==> src/sv/fdrd_fifo.sv <==
`timescale 1ns / 1ps
// ----------------------------------------------------------------------------
// fdrd_fifo
// Small register queue with occupancy count, first word shown at the output.
// ----------------------------------------------------------------------------
module fdrd_fifo #(
   parameter int WIDTH = 8,
   parameter int DEPTH = 2
) (
   input  logic                       clock,
   input  logic                       reset,
   input  logic                       push,
   input  logic [WIDTH-1:0]           push_data,
   input  logic                       pop,
   output logic [WIDTH-1:0]           pop_data,
   output logic [$clog2(DEPTH+1)-1:0] count
);

   localparam int PTR_W = (DEPTH > 1) ? $clog2(DEPTH) : 1;
   localparam int CNT_W = $clog2(DEPTH + 1);

   logic [WIDTH-1:0] data_ff [DEPTH];
   logic [PTR_W-1:0] wr_ptr_ff, wr_ptr_in;
   logic [PTR_W-1:0] rd_ptr_ff, rd_ptr_in;
   logic [CNT_W-1:0] count_ff, count_in;

   function automatic logic [PTR_W-1:0] next_ptr(input logic [PTR_W-1:0] p);
      logic [PTR_W-1:0] r;
      r = (p == PTR_W'(DEPTH - 1)) ? '0 : p + PTR_W'(1);
      return r;
   endfunction

   always_comb begin
      wr_ptr_in = push ? next_ptr(wr_ptr_ff) : wr_ptr_ff;
      rd_ptr_in = pop ? next_ptr(rd_ptr_ff) : rd_ptr_ff;
      count_in  = count_ff + CNT_W'(push) - CNT_W'(pop);
   end

   always_ff @(posedge clock) begin
      if (reset) begin
         wr_ptr_ff <= '0;
         rd_ptr_ff <= '0;
         count_ff  <= '0;
      end else begin
         wr_ptr_ff <= wr_ptr_in;
         rd_ptr_ff <= rd_ptr_in;
         count_ff  <= count_in;
      end
   end

   always_ff @(posedge clock) begin
      if (push) begin
         data_ff[wr_ptr_ff] <= push_data;
      end
   end

   assign pop_data = data_ff[rd_ptr_ff];
   assign count    = count_ff;

endmodule

==> config.mk <==
export PLATFORM = sky130hd
export DESIGN_NAME = fdrd_fifo
export DESIGN_NICKNAME = d
export VERILOG_FILES = /design/src/sv/fdrd_fifo.sv
export SDC_FILE = /design/constraint.sdc
export NUM_CORES = 1
export LEC_CHECK = 0
export ABC_AREA = 1
export BUFFER_PORTS_ARGS = -buffer_cell sky130_fd_sc_hd__buf_2
export CAP_MARGIN = 20
export CORE_UTILIZATION = 53
export DETAILED_ROUTE_END_ITERATION = 6
export MAX_ROUTING_LAYER = met4
export PLACE_DENSITY = 0.88
export SLEW_MARGIN = 15
export SYNTH_ARGS = -nofsm -noshare
export SYNTH_HDL_FRONTEND = slang
export SYNTH_SLANG_ARGS = --single-unit
==> constraint.sdc <==
create_clock -name clock -period 2.8 [get_ports clock]
set_clock_uncertainty 0.1 [all_clocks]
set_input_delay 0.84 -clock clock [delete_from_list [all_inputs] [get_ports clock]]
set_output_delay 0.84 -clock clock [all_outputs]
set_load 0.01 [all_outputs]
# After elaboration in Yosys (flattened, before gate mapping)
# Memory sizes are Yosys's and may differ from the RTL's. A register that Yosys moved wholly into a read port is not among the register bits.
# Cells that the tools add are included.
# totals
regBits,4
latch_bits,0
ram_bits,16
romBits,0
input_bits,12
out_inout_bits,10
elab_cells,14
mem_count,1
# classes
n_addsub,4
multipliers,0
div,0
order_cmp,0
eq_ne,0
shift,0
n_mux,6
n_bitwise,0
reduce_logical,0
# mem_list
memory,words,width,rd,rd_ports_with_merged_regs,wr,line,text
data_ff,2,8,1,1,1,22,logic [WIDTH-1:0] data_ff [DEPTH];
# op_table
operator,count
1-bit 2-to-1 mux,6
"1-bit adder, second input constant",2
2-bit by 1-bit adder with 2-bit output,1
2-bit by 1-bit subtractor with 2-bit output,1

# Longest topological paths before layout
# Gate-level depths: netlist of run 1.
# depth
ltp_word,4
ltp_mapped,9
depth_no_buf,9

# Worst setup path after synthesis of run 1
# OpenSTA, ideal clock, no wires.
# synth_path
kind,input to register
start,input pop
end,register count_ff[1] (netlist: count[1])
setup_time_ps,115
arrival_ps,1557
required_ps,2585
setup_slack_ps,1028
stages,7
path_buffers,0
cell_sequence,ha_1 -> inv_1 -> ha_1 -> inv_1 -> nand2_1 -> a21oi_1 -> nor2_1
# synth_via
elab_chain_cells,1
# synth_rtl
item,line,text
from (decl),14,"input logic pop,"
2-bit by 1-bit subtractor with 2-bit output,36,count_in = count_ff + CNT_W'(push) - CNT_W'(pop);
to (signal assigned),47,count_ff <= count_in;
to (decl),25,"logic [CNT_W-1:0] count_ff, count_in;"
# Every way passes these cells.
# A chain may end at the register's enable or synchronous reset.

==> results of run 1 <==
[cell type report]
| type | count | area (um2) |
|---|---|---|
| clock inverter | 1 | 5.005 |
| clock buffer | 3 | 22.52 |
| fill | 88 | 414.1 |
| timing repair buffer | 21 | 105.1 |
| tap | 15 | 18.77 |
| sequential | 21 | 580.6 |
| multi-input combinational | 24 | 206.4 |
| inverter | 8 | 30.03 |
[kinds of logic (layout without fill, tap and decap cells)]
logic type      Yosys count  count (layout)  share of synthesized area
xor+xnor                  1               1                    0.01058
simple gates             12              12                    0.05738
flops                    21              21                     0.7009
buf+inv                   9              33                    0.04985
mux                       8               8                     0.1450
fa+ha+maj                 2               2                    0.03021
compound gates            1               1                   0.006037
[registers in the layout (all words and copies together) (netlist names), named ones only]
signal	cells
data_ff	16
count	2
rd_ptr_ff	1
wr_ptr_ff	1
[worst reg2reg max path, stage by stage (launching register included)]
cell	delay (ns)
dfxtp_1	0.34
inv_1	0.04
ha_1	0.26
inv_1	0.04
ha_1	0.20
inv_1	0.07
nand2_1	0.06
a21oi_1	0.12
nor2_1	0.06
[placed cells by master, fill, tap and decap left out]
| master | n |
|---|---|
| buf_2 | 21 |
| edfxtp_1 | 16 |
| inv_1 | 8 |
| mux2_4 | 8 |
| nor2_1 | 6 |
| dfxtp_1 | 5 |
| nand2_1 | 4 |
| clkbuf_4 | 3 |
| ha_1 | 2 |
| xnor2_1 | 1 |
| nor3_1 | 1 |
| a21oi_1 | 1 |
| nand3_1 | 1 |
| clkinv_2 | 1 |
[worst paths after layout]
check                                              end  slack, ns
worst max register to register     count[1]$_SDFF_PP0_       1.43
worst min register to register  wr_ptr_ff$_SDFFE_PP0P_       0.42
worst min-delay path            wr_ptr_ff$_SDFFE_PP0P_       0.42
worst max-delay path                       pop_data[3]       0.44
[metrics by stage]
step	utilization	setup slack, ns	cells
floorplan	-	1.028	54
global placement	0.6805	0.7789	89
detailed placement	0.6805	0.7612	89
CTS	0.7005	0.4030	93
global route	0.7005	0.3480	93
finish	0.7005	0.4353	93
[per-layer routing]
metal	up-vias	wire length (um)
met5	-	0
met4	0	30
met3	4	51
met2	15	631
met1	215	467
li1	233	-
[cells in the mapped netlist]
master,instances,share of area
nor2_1,6,0.027
nor3_1,1,0.0060
nand3_1,1,0.0060
nand2_1,4,0.018
ha_1,2,0.030
dfxtp_1,5,0.12
a21oi_1,1,0.0060
edfxtp_1,16,0.58
xnor2_1,1,0.011
inv_1,8,0.036
buf_6,1,0.014
mux2_4,8,0.15
[power breakdown]
part	total (mW)	internal, mW	leakage, nW	switching, mW
Clock	0.141	0.0533	0.0177	0.0874
Sequential	0.371	0.357	0.192	0.0133
Combinational	0.0879	0.0468	0.226	0.0411
==> results_dict.tcl, run 1 <==
set metrics [dict create \
    grt.total_usage 0.1710 \
    grt_use_met3 0.04348 \
    grt_pass1_wl_um 2049 \
    vias 467 \
    worstHoldPathType "register to register" \
    clkSlewWorstSetupHoldPaths_ns 0.11 \
    cp_top_family "flip-flops" \
    powerDensity_nw_per_um2 618.9 \
    totalWireLength_um 1181 \
    grt_overflow 0 \
    slew_viol_final 0 \
    maxSlewHeadroom 0.5637 \
    worstSetupPathType "register to output pin" \
    grt_start_max_net_pins 13 \
    cts_buffers 3 \
    cts_root_buffer "clkbuf_4" \
    io_buffers 21 \
    drive_gt1_frac 0.4231 \
    cts_setup_buffers 0 \
    tightest_slew_ns 0.6521 \
    die_area_um2 1725 \
    nNetsFinal 93 \
    start_util 0.5991 \
    die_w_um 41.53 \
    drv_cap 0 \
    status "completed" \
    cts_tree "built" \
    drt_iter0_drc 4 \
    die_h_um 41.53 \
    drc 0 \
    power.total_uw 599.4 \
    required_ns 1.86 \
    worstPathArrival_ns 1.42 \
    setup_viol 0 \
    synth_nets 68 \
    syn_avg_cell_area_um2 15.34 \
    holdWs_ns 0.4248 \
    cts_resized 0 \
    drt_pass1_iterations 4 \
    fp.coreArea_um2 1383 \
    cts_sinks 21 \
    leakagePower_nw 0.4356 \
    period_minus_slack_ns 2.365 \
    path_depth 2 \
    end_kind "output pin" \
    io-pin-count 22 \
    crit_path_max_incr_delay_ns 0.65 \
    ctsHoldBuffers 0 \
    grt-busiest-layer "met2" \
    rsz0062_at_grt "false" \
    worst_hold_path.num_cells 2 \
    path_max_fanout 8 \
    path_buf_inv 1 \
    rows 13 \
    n_antenna_cell 0 \
    syn_to_final_growth_pct 16.92 \
    vias_per_cell 5.022 \
    ys_ff_latch 21 \
    crit_chain "mux2_4 -> buf_2" \
    worstHoldStart "wr_ptr_ff$_SDFFE_PP0P_" \
    fin_area_um2 968.4 \
    cp-start-kind "register" \
    synthCells 54 \
    insertion_delay_ns 0.30 \
    setup_tns_ns 0 \
    h-tree-depth 1 \
    placedInstanceArea_um2 940.9 \
    wl_per_cell_um 12.70 \
    ys_seq_area_frac 0.7009 \
    dp_hpwl_um 902.7 \
    grt_pass1_vias 501 \
    grt_util_met2 0.2906 \
    synth.distinct_cells 12 \
    yosys_warnings 0 \
    grt_util_met1 0.1667 \
    r2r_start "count[0]$_SDFF_PP0_" \
    r2r_cells 8 \
    antenna_left 0 \
    hold_violations 0 \
    max_freq_mhz 422.9 \
    peakVddDrop_mv 0.3494 \
    gp_congestion 0.6206 \
    antenna_found_initial 0 \
    slowest_stage "dfxtp_1" \
    finalCritPeriodShare 0.8445 \
    clk_path_buf_depth 2 \
    syn_area_um2 828.3 \
]
Note: power is estimated with default switching activity, not from simulation.
==> run 2: changes to the inputs <==
--- a/config.mk
+++ b/config.mk
@@ -8,10 +8,10 @@
 export ABC_AREA = 1
 export BUFFER_PORTS_ARGS = -buffer_cell sky130_fd_sc_hd__buf_2
 export CAP_MARGIN = 20
-export CORE_UTILIZATION = 53
+export CORE_UTILIZATION = 49
 export DETAILED_ROUTE_END_ITERATION = 6
 export MAX_ROUTING_LAYER = met4
-export PLACE_DENSITY = 0.88
+export PLACE_DENSITY = 0.83
 export SLEW_MARGIN = 15
 export SYNTH_ARGS = -nofsm -noshare
 export SYNTH_HDL_FRONTEND = slang
==> constraint.sdc (replaced) <==
create_clock -name clock -period 2.35 [get_ports clock]
set_clock_uncertainty 0.1 [all_clocks]
set_input_delay 0.705 -clock clock [delete_from_list [all_inputs] [get_ports clock]]
set_output_delay 0.705 -clock clock [all_outputs]
set_load 0.01 [all_outputs]
==> run 2 against run 1 <==
Worst setup slack worse by 0.29 ns. Sequential power is 19% higher. Via count is 0.86% lower. Utilization is 6.7 points lower. Critical path depth stayed put. First-iteration DRC count is 25% lower. Combinational power is 22% higher. Register-to-register slack worse by 0.49 ns. Flip-flop and latch count stayed put. Die area is 7.8% higher. Sequential share of layout area is 0.46 points lower. Critical endpoint is now pop_data[1]. Largest power group unchanged.
==> results_dict.tcl, run 2 (same netlist as run 1, synthesis figures left out) <==
set metrics [dict create \
    status "completed" \
    fillers 130 \
    leakagePower_nw 0.4379 \
    start_util 0.5373 \
    totalWireLength_um 1224 \
    drt_iter0_drc 3 \
    setup_viol 0 \
    worstPathArrival_ns 1.40 \
    rsz0062_at_grt "false" \
    peakVddDrop_mv 0.3359 \
    setup_tns_ns 0 \
    drv_cap 0 \
    powerDensity_nw_per_um2 725.7 \
    grt_pass1_wl_um 1959 \
    grt_start_max_net_pins 12 \
    multiInputGateArea_um2 206.4 \
    die_w_um 43.12 \
    io-pin-count 22 \
    vias_per_cell 4.874 \
    drt_pass1_iterations 2 \
    cp-start-kind "register" \
    tightest_slew_ns 0.4820 \
    cts_sinks 21 \
    grt.total_usage 0.1524 \
    r2r_slack_ns 0.94 \
    clk_path_buf_depth 2 \
    r2r_cells 8 \
    r2r_end "count[1]$_SDFF_PP0_" \
    drive_gt1_frac 0.4177 \
    r2r_start "count[0]$_SDFF_PP0_" \
    wl_per_cell_um 12.88 \
    largest_reg_flops 16 \
    crit_chain "mux2_4 -> buf_2" \
    regArea_um2 580.6 \
    top_register "data_ff" \
    cts_root_buffer "clkbuf_4" \
    rows 14 \
    clkSlewWorstSetupHoldPaths_ns 0.10 \
    period_minus_slack_ns 2.205 \
    cts_tree "built" \
    die_area_um2 1859 \
    io_buffers 21 \
    worstHoldPathType "register to register" \
    ctsHoldBuffers 0 \
    cts_resized 0 \
    slowest_stage "dfxtp_1" \
    fin_util 0.6331 \
    required_ns 1.54 \
    slew_viol_final 0 \
    layout_common_cells "21 x buf_2, 16 x edfxtp_1, 8 x inv_1, 8 x mux2_4, 6 x nor2_1" \
    finalCritPeriodShare 0.9381 \
    layout_commonest_cell "buf_2" \
    hold_violations 0 \
    gp_congestion 0.6593 \
    antenna_found_initial 0 \
    die_h_um 43.12 \
    syn_to_final_growth_pct 17.82 \
    antenna_left 0 \
    cts_setup_buffers 0 \
    nNetsFinal 94 \
    drc 0 \
    fp.coreArea_um2 1541 \
    worstSetupPathType "register to output pin" \
    cts_buffers 3 \
    grt_overflow 0 \
    max_freq_mhz 453.6 \
    maxSlewHeadroom 0.6782 \
    n_antenna_cell 0 \
    crit_path_max_incr_delay_ns 0.63 \
    h-tree-depth 1 \
    end_kind "output pin" \
    insertion_delay_ns 0.28 \
    critPathCapture "pop_data[1]" \
    vias 463 \
    grt_pass1_vias 497 \
    path_max_fanout 8 \
]
-- run 2: cell type report --
cell class                 count  area share
clock buffer                   4     0.02692
inverter                       8     0.03077
timing repair buffer          22      0.1154
tap                           16     0.02051
multi-input combinational     24      0.2115
sequential                    21      0.5949
-- run 2: report_power, final --
part,switching [mW],internal (mW)
Combinational,0.0501,0.0573
Clock,0.0935,0.0658
Sequential,0.0158,0.426
-- run 2: how the worst min path moves through the flow --
stage                                      start                      to  slack (ns)  cells past startpoint
after floorplan           rd_ptr_ff$_SDFFE_PP0P_                register        0.38                      2
after global placement    rd_ptr_ff$_SDFFE_PP0P_  rd_ptr_ff$_SDFFE_PP0P_        0.39                      2
after detailed placement  wr_ptr_ff$_SDFFE_PP0P_  wr_ptr_ff$_SDFFE_PP0P_        0.42                      2
after CTS                 wr_ptr_ff$_SDFFE_PP0P_  wr_ptr_ff$_SDFFE_PP0P_        0.43                      2
after global routing      wr_ptr_ff$_SDFFE_PP0P_  wr_ptr_ff$_SDFFE_PP0P_        0.48                      2
final                     wr_ptr_ff$_SDFFE_PP0P_  wr_ptr_ff$_SDFFE_PP0P_        0.43                      2
-- run 2: critical path, delay by kind of cell (launching register included) --
kind | cells | cell delay [ns]
flops | 1 | 0.63
mux | 1 | 0.34
buf+inv | 1 | 0.14
-- run 2: metal layers --
metal | global-route usage | vias to the layer above | part of all wire
met5 | - | - | 0
met2 | 0.2806 | 10 | 0.60
met1 | 0.1441 | 221 | 0.36
met4 | 0.06061 | 0 | 0
li1 | - | 232 | -
met3 | 0.04681 | 0 | 0.034
-- run 2: through the flow --
stage | instances | hold slack, ns | worst slack, ns | power (mW) | cell area (um2)
6_report | 95 | 0.4279 | 0.1454 | 0.7083 | 975.9
5_1_grt | 95 | 0.4792 | 0.04873 | 0.7457 | 975.9
4_1_cts | 95 | 0.4329 | 0.1189 | 0.7164 | 975.9
3_5_place_dp | 91 | 0.4170 | 0.4452 | 0.5602 | 949.7
3_3_place_gp | 91 | 0.3944 | 0.4686 | 0.5504 | 949.7
2_1_floorplan | 54 | 0.3799 | 0.7128 | 0.5181 | 828.3
