### src/sv/fdrd_pkg.sv
`timescale 1ns / 1ps
// ----------------------------------------------------------------------------
// fdrd_pkg
// Shared types, register codes and constants of the face detection row decoder.
// ----------------------------------------------------------------------------
package fdrd_pkg;

   localparam int ROW_ELEMENTS       = 16;
   localparam int ELEM_W             = $clog2(ROW_ELEMENTS);
   localparam int CX_POS             = 0;
   localparam int CY_POS             = 1;
   localparam int W_POS              = 2;
   localparam int H_POS              = 3;
   localparam int LM_POS             = 4;
   localparam int OBJ_POS            = 14;
   localparam int CLS_POS            = 15;
   localparam int LANDMARK_MAX       = 5;
   localparam int LM_SEL_W           = $clog2(LANDMARK_MAX);
   localparam int LANDMARK_COUNT_DEF = 5;
   localparam int ROW_QUEUE_DEPTH    = 2;
   localparam int RESULT_DEPTH       = 4;
   localparam int KIND_W             = 3;
   localparam int CSR_INDEX_W        = 4;
   localparam int CSR_DATA_W         = 32;
   localparam int CONF_W             = 17;
   localparam logic [CONF_W-1:0] CONF_MAX = 17'd65536;

   localparam logic [KIND_W-1:0] POINT_TOP_LEFT     = 3'd0;
   localparam logic [KIND_W-1:0] POINT_BOTTOM_RIGHT = 3'd1;
   localparam logic [KIND_W-1:0] POINT_LANDMARK0    = 3'd2;

   typedef enum logic [CSR_INDEX_W-1:0] {
      CSR_SCORE_THRESHOLD = 4'd0,
      CSR_MIN_BOX_SIZE    = 4'd1,
      CSR_MAX_BOX_SIZE    = 4'd2,
      CSR_PAD_X           = 4'd3,
      CSR_PAD_Y           = 4'd4,
      CSR_INVERSE_GAIN    = 4'd5,
      CSR_IMAGE_WIDTH     = 4'd6,
      CSR_IMAGE_HEIGHT    = 4'd7
   } csr_index_type;

   typedef struct packed {
      logic [16:0] score_threshold;
      logic [30:0] min_box_size;
      logic [30:0] max_box_size;
      logic [30:0] pad_x;
      logic [30:0] pad_y;
      logic [23:0] inverse_gain;
      logic [13:0] image_width;
      logic [13:0] image_height;
   } cfg_type;

   localparam cfg_type CFG_RESET = '{
      score_threshold: 17'd16384,
      min_box_size:    31'd131072,
      max_box_size:    31'd268435456,
      pad_x:           31'd0,
      pad_y:           31'd0,
      inverse_gain:    24'd65536,
      image_width:     14'd640,
      image_height:    14'd640
   };

   typedef struct packed {
      logic signed [31:0] value;
      logic               tensor_start;
   } req_type;

   typedef struct packed {
      logic [KIND_W-1:0]  point_kind;
      logic signed [15:0] coord_x;
      logic signed [15:0] coord_y;
      logic [CONF_W-1:0]  confidence;
      logic [15:0]        anchor_index;
      logic               last_point;
   } rsp_type;

   // one passing anchor row as handed from the front to the back
   typedef struct packed {
      logic signed [31:0]                cx;
      logic signed [31:0]                cy;
      logic signed [31:0]                w;
      logic signed [31:0]                h;
      logic [LANDMARK_MAX-1:0][31:0]     lm_x;
      logic [LANDMARK_MAX-1:0][31:0]     lm_y;
      logic [CONF_W-1:0]                 confidence;
      logic [15:0]                       anchor_index;
   } row_type;

endpackage

### src/sv/fdrd_front.sv
`timescale 1ns / 1ps
// ----------------------------------------------------------------------------
// fdrd_front
// Collects tensor elements into a row, scores it and queues passing rows.
// ----------------------------------------------------------------------------
module fdrd_front #(
   parameter int QUEUE_DEPTH = fdrd_pkg::ROW_QUEUE_DEPTH
) (
   input  logic                             clock,
   input  logic                             reset,
   input  logic                             req_push,
   output logic                             req_full,
   input  fdrd_pkg::req_type                req_data,
   input  fdrd_pkg::cfg_type                cfg,
   input  logic [$clog2(QUEUE_DEPTH+1)-1:0] queue_count,
   output logic                             queue_push,
   output fdrd_pkg::row_type                queue_data
);

   localparam int QCNT_W = $clog2(QUEUE_DEPTH + 1);
   localparam int EW     = fdrd_pkg::ELEM_W;

   logic signed [31:0] row_ff [fdrd_pkg::OBJ_POS+1];
   logic [EW-1:0]      element_count_ff, element_count_in;
   logic [15:0]        anchor_count_ff, anchor_count_in;
   logic               s1_valid_ff, s1_valid_in;
   fdrd_pkg::row_type  s1_row_ff, s1_row_in;
   logic signed [63:0] prod_ff, prod_in;
   logic               bounds_ok_ff, bounds_ok_in;

   logic               accept;
   logic [EW-1:0]      idx;
   logic [15:0]        anchor;
   logic               row_end;
   logic               credit_ok;
   logic signed [31:0] min_s, max_s;
   logic               score_ok;

   // a row end needs a free queue slot counting the row still being scored
   assign credit_ok = ({1'b0, queue_count} + {{QCNT_W{1'b0}}, s1_valid_ff})
                      < (QCNT_W+1)'(QUEUE_DEPTH);
   assign req_full  = (element_count_ff == EW'(fdrd_pkg::CLS_POS)) && !credit_ok;
   assign accept    = req_push && !req_full;

   always_comb begin
      idx     = req_data.tensor_start ? '0 : element_count_ff;
      anchor  = req_data.tensor_start ? '0 : anchor_count_ff;
      row_end = (idx == EW'(fdrd_pkg::CLS_POS));
      min_s   = $signed({1'b0, cfg.min_box_size});
      max_s   = $signed({1'b0, cfg.max_box_size});

      element_count_in = element_count_ff;
      anchor_count_in  = anchor_count_ff;
      if (accept) begin
         element_count_in = idx + EW'(1);
         anchor_count_in  = row_end ? anchor + 16'd1 : anchor;
      end

      s1_valid_in            = accept && row_end;
      s1_row_in.cx           = row_ff[fdrd_pkg::CX_POS];
      s1_row_in.cy           = row_ff[fdrd_pkg::CY_POS];
      s1_row_in.w            = row_ff[fdrd_pkg::W_POS];
      s1_row_in.h            = row_ff[fdrd_pkg::H_POS];
      for (int k = 0; k < fdrd_pkg::LANDMARK_MAX; k++) begin
         s1_row_in.lm_x[k] = row_ff[fdrd_pkg::LM_POS + 2*k];
         s1_row_in.lm_y[k] = row_ff[fdrd_pkg::LM_POS + 2*k + 1];
      end
      s1_row_in.confidence   = '0;
      s1_row_in.anchor_index = anchor;
      prod_in      = row_ff[fdrd_pkg::OBJ_POS] * req_data.value;
      bounds_ok_in = !(row_ff[fdrd_pkg::W_POS] < min_s || row_ff[fdrd_pkg::H_POS] < min_s ||
                       row_ff[fdrd_pkg::W_POS] > max_s || row_ff[fdrd_pkg::H_POS] > max_s);
   end

   always_ff @(posedge clock) begin
      if (reset) begin
         element_count_ff <= '0;
         anchor_count_ff  <= '0;
         s1_valid_ff      <= 1'b0;
      end else begin
         element_count_ff <= element_count_in;
         anchor_count_ff  <= anchor_count_in;
         s1_valid_ff      <= s1_valid_in;
      end
   end

   always_ff @(posedge clock) begin
      if (accept && !row_end) begin
         row_ff[idx] <= req_data.value;
      end
      if (s1_valid_in) begin
         s1_row_ff    <= s1_row_in;
         prod_ff      <= prod_in;
         bounds_ok_ff <= bounds_ok_in;
      end
   end

   // the product is non-negative whenever the threshold test passes
   always_comb begin
      score_ok   = prod_ff >= $signed({31'b0, cfg.score_threshold, 16'b0});
      queue_push = s1_valid_ff && score_ok && bounds_ok_ff;
      queue_data = s1_row_ff;
      queue_data.confidence = (prod_ff[63:16] > 48'(fdrd_pkg::CONF_MAX)) ?
                              fdrd_pkg::CONF_MAX : prod_ff[32:16];
   end

endmodule

### config.mk
export PLATFORM = sky130hd
export DESIGN_NAME = fdrd_front
export DESIGN_NICKNAME = d
export VERILOG_FILES = /design/src/sv/fdrd_pkg.sv /design/src/sv/fdrd_front.sv
export SDC_FILE = /design/constraint.sdc
export NUM_CORES = 2
export LEC_CHECK = 0
export ABC_AREA = 1
export BUFFER_PORTS_ARGS = -buffer_cell sky130_fd_sc_hd__clkbuf_2
export CORE_MARGIN = 8
export CORE_UTILIZATION = 55
export CTS_CLUSTER_DIAMETER = 40
export DETAILED_ROUTE_END_ITERATION = 8
export PLACE_DENSITY = 0.75
export SYNTH_ARGS = -nofsm -noshare
export SYNTH_HDL_FRONTEND = slang
export SYNTH_SLANG_ARGS = --single-unit
### constraint.sdc
create_clock -name clock -period 54 [get_ports clock]
set_input_delay 2.7 -clock clock [delete_from_list [all_inputs] [get_ports clock]]
set_output_delay 2.7 -clock clock [all_outputs]
set_load 0.02 [all_outputs]
### After elaboration in Yosys (flattened, before gate mapping)

Memories as Yosys holds them, arrays and structs flattened. A register that Yosys moved wholly into a read port is not among the register bits.
Cells that the tools add are included.

* input port bits: 231
* RAM bits: 480
* memories kept: 1
* register bits: 166
* output and inout port bits: 483

* $add $sub $neg: 3
* eq/ne operators: 2
* multiply operators: 1
* magnitude comparators: 7
* reduce and logical (&&, ||, !) cells: 13
* muxes and demuxes: 6

Memory list
* row_ff: depth 15, bits a word 32, rd ports 15, clocked after Yosys merged registers in 12, wr ports 1, line fdrd_front.sv:23 `logic signed [31:0] row_ff [fdrd_pkg::OBJ_POS+1];`

Operators by type and width (count)
* $ge 64x34->1: 1
* $gt 32x32->1: 2
* $lt 32x32->1: 2
* $mul 32x32->64: 1
* $gt 48x17->1 const B: 1
* $mux 16: 2
* $mux 17: 1
* $add 16x1->16 const B: 1
* $eq 4x4->1 const B: 2
* $logic_and 1x1->1: 6
* $add 4x1->4 const B: 1
* $logic_not 1->1: 4
* $mux 4: 1
* $add 2x1->3: 1
* $logic_or 1x1->1: 3
* $lt 3x2->1 const B: 1
* $mux 1: 2

### Logic depth before layout (Yosys ltp)

* depth after elaboration: 9
* gate-level depth with buffers: 32

### Worst setup path before layout

No wires, ideal clock.

* kind: input-to-reg
* from: input port req_data[0] (netlist bit)
* to: register anchor_count_ff[0]
* path buffers: 1
* stages: 11
* library setup time: 88 ps
* data arrival time: 28423 ps
* path slack: 25489 ps
* cell sequence: buf_6 > inv_4 > nand2_1 > inv_1 > ha_1 > nand3_2 > nor2_1 > inv_1 > nor2_1 > o21ai_0 > o31ai_1

* word-level cells in the longest chain between the ends: 3
* elaborated cells between the ends (all ways): 5
* those cells by class: add/sub: 1; eq/ne: 1; mux: 3

RTL lines
* from (decl): line fdrd_front.sv:13 `input fdrd_pkg::req_type req_data,`
* $mux 16 or $mux 4 (tied branches): line fdrd_front.sv:47, fdrd_front.sv:46
* $add 16x1->16 or $eq 4x4->1 (tied branches): line fdrd_front.sv:56, fdrd_front.sv:48
* $mux 16 *: line fdrd_front.sv:56 `anchor_count_in = row_end ? anchor + 16'd1 : anchor;`
* to (signal assigned): line fdrd_front.sv:82 `anchor_count_ff <= anchor_count_in;`
* to (decl): line fdrd_front.sv:25 `logic [15:0] anchor_count_ff, anchor_count_in;`

Every way passes the cells marked *; elsewhere a longest branch is shown, timed or not.
A chain may end at the register's enable or synchronous reset.

### Worst setup path after layout

* from: input port req_data[3] (netlist bit)
* to: register prod_ff[62], data pin

* word-level cells in the longest chain between the ends: 1

RTL lines
* $mul 32x32->64: line fdrd_front.sv:70 `prod_in = row_ff[fdrd_pkg::OBJ_POS] * req_data.value;`
* net prod_in[62]: line fdrd_front.sv:28 `logic signed [63:0] prod_ff, prod_in;`
* to (signal assigned): line fdrd_front.sv:93 `prod_ff <= prod_in;`
* to (decl): line fdrd_front.sv:28

The timed path passes the listed nets, and every way through them passes these cells.

==> impl_metrics.py <==
metrics = {
    "cells_and_area": {
        "design.final.nets": 8853,
        "drive_above_1_share_pct": 13.1,
        "areaGrowthSynthToFinish_pct": 12.5,
    },
    "drt": {
        "num_vias": 49000,
        "final_antenna_net_count": 0,
        "drt-initial-drc-count": 4482,
        "wirelength_um": 204000,
        "drc": 0,
        "viasPerCell": 5.39,
        "route.detailed.wl_per_inst_um": 22.4,
        "drt_first_pass_iters": 6,
    },
    "global_route": {
        "gr_layer_usage_met3_pct": 5.47,
        "grt_pass1_vias": 53000,
        "globalRoute.totalOverflow": 0,
        "global_route_wire_length_before_repair_um": 313000,
        "grt_start_max_net_pins": 84,
        "global_route.peak_usage_layer": "met2",
        "gr-usage-all-layers_pct": 28.0,
        "grt_use_met2_pct": 47.9,
        "grt.met1_usage_pct": 35.2,
        "grt_antenna_before_repair": 16,
    },
    "logic_synthesis": {
        "warnings_synthesis": 0,
        "postSynthNetCount": 8243,
        "netlist.area_leader.share_pct": 41.3,
        "yosysSeqAreaShare_pct": 41.8,
        "synth-async-reset-ratio_pct": 0,
        "synth_seq_cells": 1030,
        "synth_enable_flop_cells": 1009,
        "post_synth_num_cell_types": 49,
        "synth_top_cells_by_area": "sky130_fd_sc_hd__edfxtp_1, sky130_fd_sc_hd__fa_1, sky130_fd_sc_hd__inv_1",
        "synth.cell_area_sq_um": 73400,
        "synthTopCellsByCount": "sky130_fd_sc_hd__inv_1, sky130_fd_sc_hd__nand2_1, sky130_fd_sc_hd__fa_1",
        "synthCells": 6602,
        "synth_flop_type": "sky130_fd_sc_hd__edfxtp_1",
        "synth_top_area_cell": "sky130_fd_sc_hd__edfxtp_1",
        "syn_area_per_cell_sq_um": 11.1,
        "synthMostInstantiatedCell": "sky130_fd_sc_hd__inv_1",
    },
    "clocking": {
        "clock_latency_of_the_later_clocked_register_in_the_worst_skew_pair_ps": 760,
        "post_cts_resized": 0,
        "clock_tree.htree_level_count": 3,
        "clk_path_buf_depth": 3,
        "clkSinkCount": 1030,
        "cts_hold_repair.buffers": 0,
        "cts_root_buffer": "sky130_fd_sc_hd__clkbuf_16",
        "tritoncts": "built",
        "postCtsSetupBuffers": 0,
        "path_clk_slew_ps": 70,
        "cts_inserted_buffers": 115,
    },
    "sta": {
        "clock-skew-final_ps": 72.6,
        "highest_achievable_clock_rate_mhz": 94.1,
        "maxSlewViolCount": 0,
        "worst_slew_pin_slew_ps": 1120,
        "period_minus_slack_ps": 10630,
        "final-hold-violation-count": 0,
        "unrepaired_setup_endpoints_after_global_routing": "no",
        "post-route-period-util_pct": 19.7,
        "timing.final.setup_violations": 0,
        "max_slew_margin_pct": 25.0,
        "timing.setup.tns_ps": 0,
    },
    "setup_path": {
        "type_of_element_launching_the_critical_path": "input port",
        "reg2regPathDepth": 27,
        "kind_of_cell_with_the_highest_combined_delay_on_the_critical_path": "adder cells",
        "worst_path_most_repeated_cell": "sky130_fd_sc_hd__fa_1",
        "worst_path_max_delay_cell": "sky130_fd_sc_hd__fa_1",
        "critical_path_arrival_ps": 11080,
        "critical_path.n_buffers_inverters": 7,
        "critical_path_required_ps": 54450,
        "cp_max_fo": 47,
        "worstSetupEndpointType": "flop",
        "r2r_slack_ps": 45420,
        "crit_type": "in -> reg",
        "worst_path_largest_cell_delay_ps": 1020,
        "regToRegEndpoint": "prod_ff[62]",
        "startpoint_of_the_worst_register_to_register_path": "row_ff[14][31]",
    },
    "worst_hold_path": {
        "timing.hold.worst_endpoint": "queue_data[92]",
        "holdCritStartpoint": "row_ff[7][27]",
        "timing.hold.worst_path_depth": 0,
        "timing.hold.worst.class": "reg -> reg",
    },
    "place": {
        "io_buffers": 599,
        "detailedPlacementHpwl_um": 152000,
        "place_congestion": 0.983,
    },
    "floorplanning": {
        "die_area_sq_um": 145000,
        "std_cell_rows": 134,
        "io_pins": 714,
        "floorplan.die.height_um": 381,
        "start_util_pct": 55.2,
        "fp.coreArea_sq_um": 133000,
        "die_width_um": 381,
    },
    "outcome": {
        "status": "completed",
    },
    "run": {
        "max_cap_violations": 0,
    },
}
worst max path at each step:
stage | slack [ps] | end | cells past startpoint | start
finish | 43370 | prod_ff[62] | 26 | req_data[3]
global route | 42960 | prod_ff[62] | 26 | req_data[3]
CTS | 43480 | prod_ff[62] | 26 | req_data[3]
detailed placement | 42750 | prod_ff[62] | 26 | req_data[3]
global placement | 42990 | prod_ff[62] | 26 | req_data[3]
floorplan | 25490 | anchor_count_ff[0] | 11 | req_data[0]
worst register-to-register path, cell delays in order (launching register included):
cell                       delay [ps]
sky130_fd_sc_hd__edfxtp_1         320
sky130_fd_sc_hd__buf_4            370
sky130_fd_sc_hd__nand2_1          230
sky130_fd_sc_hd__inv_1            130
sky130_fd_sc_hd__fa_1             390
sky130_fd_sc_hd__inv_1            250
sky130_fd_sc_hd__fa_1             560
sky130_fd_sc_hd__fa_1             570
sky130_fd_sc_hd__inv_1             80
sky130_fd_sc_hd__fa_1             910
sky130_fd_sc_hd__inv_1            460
sky130_fd_sc_hd__fa_1             600
sky130_fd_sc_hd__inv_1             50
sky130_fd_sc_hd__fa_1             530
sky130_fd_sc_hd__inv_1             50
sky130_fd_sc_hd__fa_1             470
sky130_fd_sc_hd__inv_1             50
sky130_fd_sc_hd__fa_1             450
sky130_fd_sc_hd__ha_1             410
sky130_fd_sc_hd__a21oi_1          250
sky130_fd_sc_hd__a21boi_0         240
sky130_fd_sc_hd__o21ai_0          240
sky130_fd_sc_hd__nand2_1          140
sky130_fd_sc_hd__o211ai_1         100
sky130_fd_sc_hd__a21oi_1          280
sky130_fd_sc_hd__nand2_1           90
sky130_fd_sc_hd__nand2_1           70
sky130_fd_sc_hd__nand2_1           40
state kept, by name, indices dropped and copies added (netlist names):
| register | flops |
|---|---|
| s1_valid_ff | 1 |
| row_ff | 480 |
| queue_data | 464 |
| prod_ff | 64 |
| anchor_count_ff | 16 |
| element_count_ff | 4 |
| bounds_ok_ff | 1 |
routing by layer:
metal	routed length [um]	part of all wire (%)
met1	74800	37
met2	101000	49
met3	18700	9.2
met4	9450	4.6
met5	50	0.025
cells in the final DEF, fill, tap and decap left out, drive strengths merged:
cell	Yosys	layout
xnor2	18	18
bufinv	0	9
inv	1770	1782
nand3	87	87
o211ai	6	6
clkinv	0	49
a31oi	11	11
a21oi	146	146
o21ai	85	85
nor3b	1	1
a21boi	3	3
xor2	47	47
nor4	14	14
ha	328	328
edfxtp	1009	1009
nand4	24	24
o31ai	2	2
dfxtp	21	21
clkinvlp	0	9
fa	1082	1082
o22ai	1	1
or2	9	9
nor2	267	267
clkbuf	194	737
or3	1	1
buf	4	92
o21a	11	11
nor3	29	29
and3	2	2
nand2	1405	1405
diode	0	7
a21o	11	11
o21bai	10	10
nand3b	4	4
cell families (layout without fill, tap and decap cells):
kind of cell	Yosys count	count (layout)	synth area share, %
AO/OA/AOI/OAI	286	286	2.13
XOR/XNOR	65	65	0.775
adder cells (fa/ha/maj)	1410	1410	35.1
buffers and inverters	1968	2678	10.1
flip-flops	1030	1030	41.8
other	0	7	0
AND/OR/NAND/NOR	1843	1843	10.1
metrics by stage:
step                std cells  hold WS (ps)  setup WS [ps]  utilization [%]  cell area, sq um
floorplan                6602           400          25490                -             73400
global placement         8863           401          42990             59.2             78700
detailed placement       8863           405          42750             59.2             78700
CTS                      9080           350          43480             62.1             82600
global route             9086           361          42960             62.1             82600
finish                   9087           346          43370             62.1             82600
final cells by class:
type / instances / area (sq um)
Antenna cell: 7 / 17.5
Clock buffer: 138 / 3010
Clock inverter: 79 / 892
Fill cell: 10000 / 50300
Inverter: 1770 / 6650
Multi-Input combinational cell: 3604 / 35400
Sequential cell: 1030 / 30700
Tap cell: 1768 / 2210
Timing Repair Buffer: 691 / 3690
Power is left out: the tool's default activity adds up to more than one toggle a clock period on the data nets, which glitch-free logic cannot reach.
